File: config.mk
export PLATFORM = sky130hd
export DESIGN_NAME = fsw_ram
export DESIGN_NICKNAME = d
export VERILOG_FILES = /design/src/fsw_ram.sv
export SDC_FILE = /design/constraint.sdc
export NUM_CORES = 2
export LEC_CHECK = 0
export BUFFER_PORTS_ARGS = -buffer_cell sky130_fd_sc_hd__buf_2
export CAP_MARGIN = 10
export CORE_UTILIZATION = 60
export DETAILED_ROUTE_END_ITERATION = 7
export PLACE_DENSITY = 0.76
export SLEW_MARGIN = 20
export SYNTH_ARGS = -nofsm -noshare
export SYNTH_HDL_FRONTEND = slang
export SYNTH_SLANG_ARGS = --single-unit
File: constraint.sdc
create_clock -name clk -period 11.2 [get_ports clk]
set_input_delay 2.24 -clock clk [delete_from_list [all_inputs] [get_ports clk]]
set_output_delay 2.24 -clock clk [all_outputs]
set_load 0.005 [all_outputs]
File: src/fsw_ram.sv
// Generic single-write, single-read synchronous RAM with registered read data.
// No dependencies.
`default_nettype none
module fsw_ram #(
	parameter int WIDTH = 32,
	parameter int DEPTH = 127,
	localparam int AW = $clog2(DEPTH)
) (
	input  wire logic             clk,
	input  wire logic             we,
	input  wire logic [AW-1:0]    waddr,
	input  wire logic [WIDTH-1:0] wdata,
	input  wire logic [AW-1:0]    raddr,
	output logic      [WIDTH-1:0] rdata
);

	logic [WIDTH-1:0] mem_q [DEPTH];

	// Write port and registered read port
	always_ff @(posedge clk) begin
		if (we) begin
			mem_q[waddr] <= wdata;
		end
		rdata <= mem_q[raddr];
	end

endmodule
`default_nettype wire

==> run summary <==
maximum clock rate - 168 MHz
vias per inst - 7.21
Startpoint Class - input port
WL/cell - 39.5 um
total negative setup slack - 0 ns
iteration count of the initial detailed-routing pass - 6
Boundary Pins - 80
Die Footprint - 0.262 mm^2
gr usage total - 32.4%
Fillers - 14.7k
Slew Limit Headroom - 11.2%
status - complete, no violations
cell with the most instances after synthesis - edfxtp_1
H-tree Lvls - 5
Die Ht - 512 um
sequential element share of the synthesized area - 78.7%
CTS Buf Count - 396
Final period util - 53.2%
CTS Hold Buffers Added - 0
EDFF count, synth - 4064
Worst-Margin Slew - 1.33 ns
number of gates resized after CTS - 0
CP Max Fanout - 51
Synth Cell Area - 0.156 mm^2
dpl hpwl - 215000 um
Layout Skew - 0.0726 ns
final hold violation count - 0
Clock Path Buffers - 4
FP Rows - 186
largest cells by area after synthesis - edfxtp_1 78%, mux4_2 16%, mux2i_1 1.8%, a22oi_1 0.62%, buf_2 0.42%
initial core utilization - 60.5%
non-filler instance count after layout - 10.6k
routed wire length - 420000 um
# DRC - 0
Worst Setup SP - raddr[4]
Post-DRT Antenna Nets - 0
Clock Pin Slew Worst Setup and Hold Paths - 0.07 ns
setup bufs post-CTS - 0
Max-cap violations - 0
ys async rst share - 0%
Yosys cell types - 42
unrepaired setup endpoints after global routing - false
root buffer cell - clkbuf_16
largest net degree at the start of global routing - 120
critical path type - input port to flop
Synth Register Bits - 4096
FF-to-FF Start - mem_q[85][8]
core area - 0.258 mm^2
Worst EP required - 12.06 ns
clk_lat worst skew - 1.00 ns
Syn Nets - 6600
crit path time final - 5.96 ns
fin nets - 6958
Worst Hold Class - flop to flop
clk sinks - 4096
post-synth top area share - 78.3%
CP Data Arrival Time - 6.82 ns
synth warn - 0
DIE WIDTH - 512 um
Pleak - 54.4 nW
Avg Cell Area, Syn - 23.8 um^2
port bufs - 79
PD cells - 182 mW/mm^2
Mapped Cells - 6552
GR Overflow Total - 0
placed cell count - 9895
CTS tree - built
area delta synth->final - 12.1%
Worst VDD drop - 0.245 mV
Yosys top cell by area - edfxtp_1
Max Transition Viols Final - 0
ys flop type - edfxtp_1
Placer Congestion - 0.865
vias - 76.6k
DR iter-0 viols - 12.8k
Hold Worst Slack - 0.955 ns
Crit. End Element - flop
first-pass GRT wire length - 586000 um
vias in the first global route - 77.1k
most frequent cells after synthesis - 4064 x edfxtp_1, 1080 x mux4_2, 279 x mux2i_1, 137 x clkbuf_1
hold path startpoint - mem_q[96][8]
share of layout cells above drive strength 1 - 29.3%
Final Setup Violations - 0
initial antenna violation count - 40
-- cells by family after synthesis --
kind of cell    Yosys count  share of synthesized area, %
buf+inv                 373                          1.19
flops                  4096                          78.7
compound gates          421                          1.88
simple gates            301                         0.854
mux                    1361                          17.4
-- power breakdown --
part	internal [mW]	switching (mW)	total, mW
clock network	7.69	5.62	13.3
logic	0.544	1.00	1.55
registers	16.9	0.0593	17.0
total	25.2	6.68	31.8
-- layout make-up --
type                            count  area (um^2)  area share, %
Multi-Input combinational cell   2083        32500           18.6
Inverter                            1         11.3        0.00644
Tap cell                         3384         4230           2.42
Timing Repair Buffer              332         2610           1.49
Antenna cell                       28         70.1         0.0401
Sequential cell                  4096       123000           70.2
Clock buffer                      488        10400           5.96
Clock inverter                    219         2340           1.34
-- final timing paths --
kind,slack (ns),depth (start not counted),end
setup / recovery,5.24,8,rdata[3]
hold reg to reg,0.95,4,rdata[8]
hold / removal,0.95,4,rdata[8]
setup reg to reg,8.31,5,rdata[8]
-- cells in the final DEF (no fill, tap or decap), drive strengths merged, types with 2 or more instances in the layout --
cell type / n
a2111oi: 6
a211oi: 43
a21oi: 64
a221oi: 3
a22o: 16
a22oi: 128
a311oi: 29
a32oi: 12
and2: 4
and3: 10
buf: 332
bufinv: 48
clkbuf: 488
clkinv: 149
clkinvlp: 16
dfxtp: 32
diode: 28
edfxtp: 4064
inv: 7
mux2: 2
mux2i: 279
mux4: 1080
nand2: 78
nand2b: 4
nand3: 15
nand4: 3
nor2: 131
nor2b: 40
nor3: 9
nor4: 4
o211ai: 22
o21ai: 42
o22ai: 51
-- registers in the layout, indices dropped and copies added, names as in the netlist --
signal	flops
rdata	32
mem_q	4064
-- per-layer routing --
metal / global-route usage (%) / up-vias / routed length, um
met2: 49.9 / 6308 / 199000
met5: 0 / - / 117
li1: - / 29000 / -
met3: 8.06 / 1049 / 56600
met4: 15.1 / 16 / 22100
met1: 44.2 / 40300 / 142000
-- worst max-delay path, cell delays in order --
cell and delay (ns):
buf_8 0.33, buf_4 0.68, buf_4 0.73, buf_4 0.93
mux4_2 0.45, a311oi_1 0.52, nand2_1 0.47, and3_1 0.31
-- metrics by stage --
step / area, um^2 / utilization (%) / setup WS [ns] / power [mW]
after floorplan: 156000 / - / 5.72 / 18.1
after global placement: 162000 / 62.8 / 3.52 / 18.8
after detailed placement: 162000 / 62.9 / 4.51 / 18.8
after CTS: 175000 / 67.8 / 5.57 / 31.9
after global routing: 175000 / 67.9 / 5.43 / 32.5
final: 175000 / 67.9 / 5.24 / 31.8
Note: power is estimated with default switching activity, not from simulation.
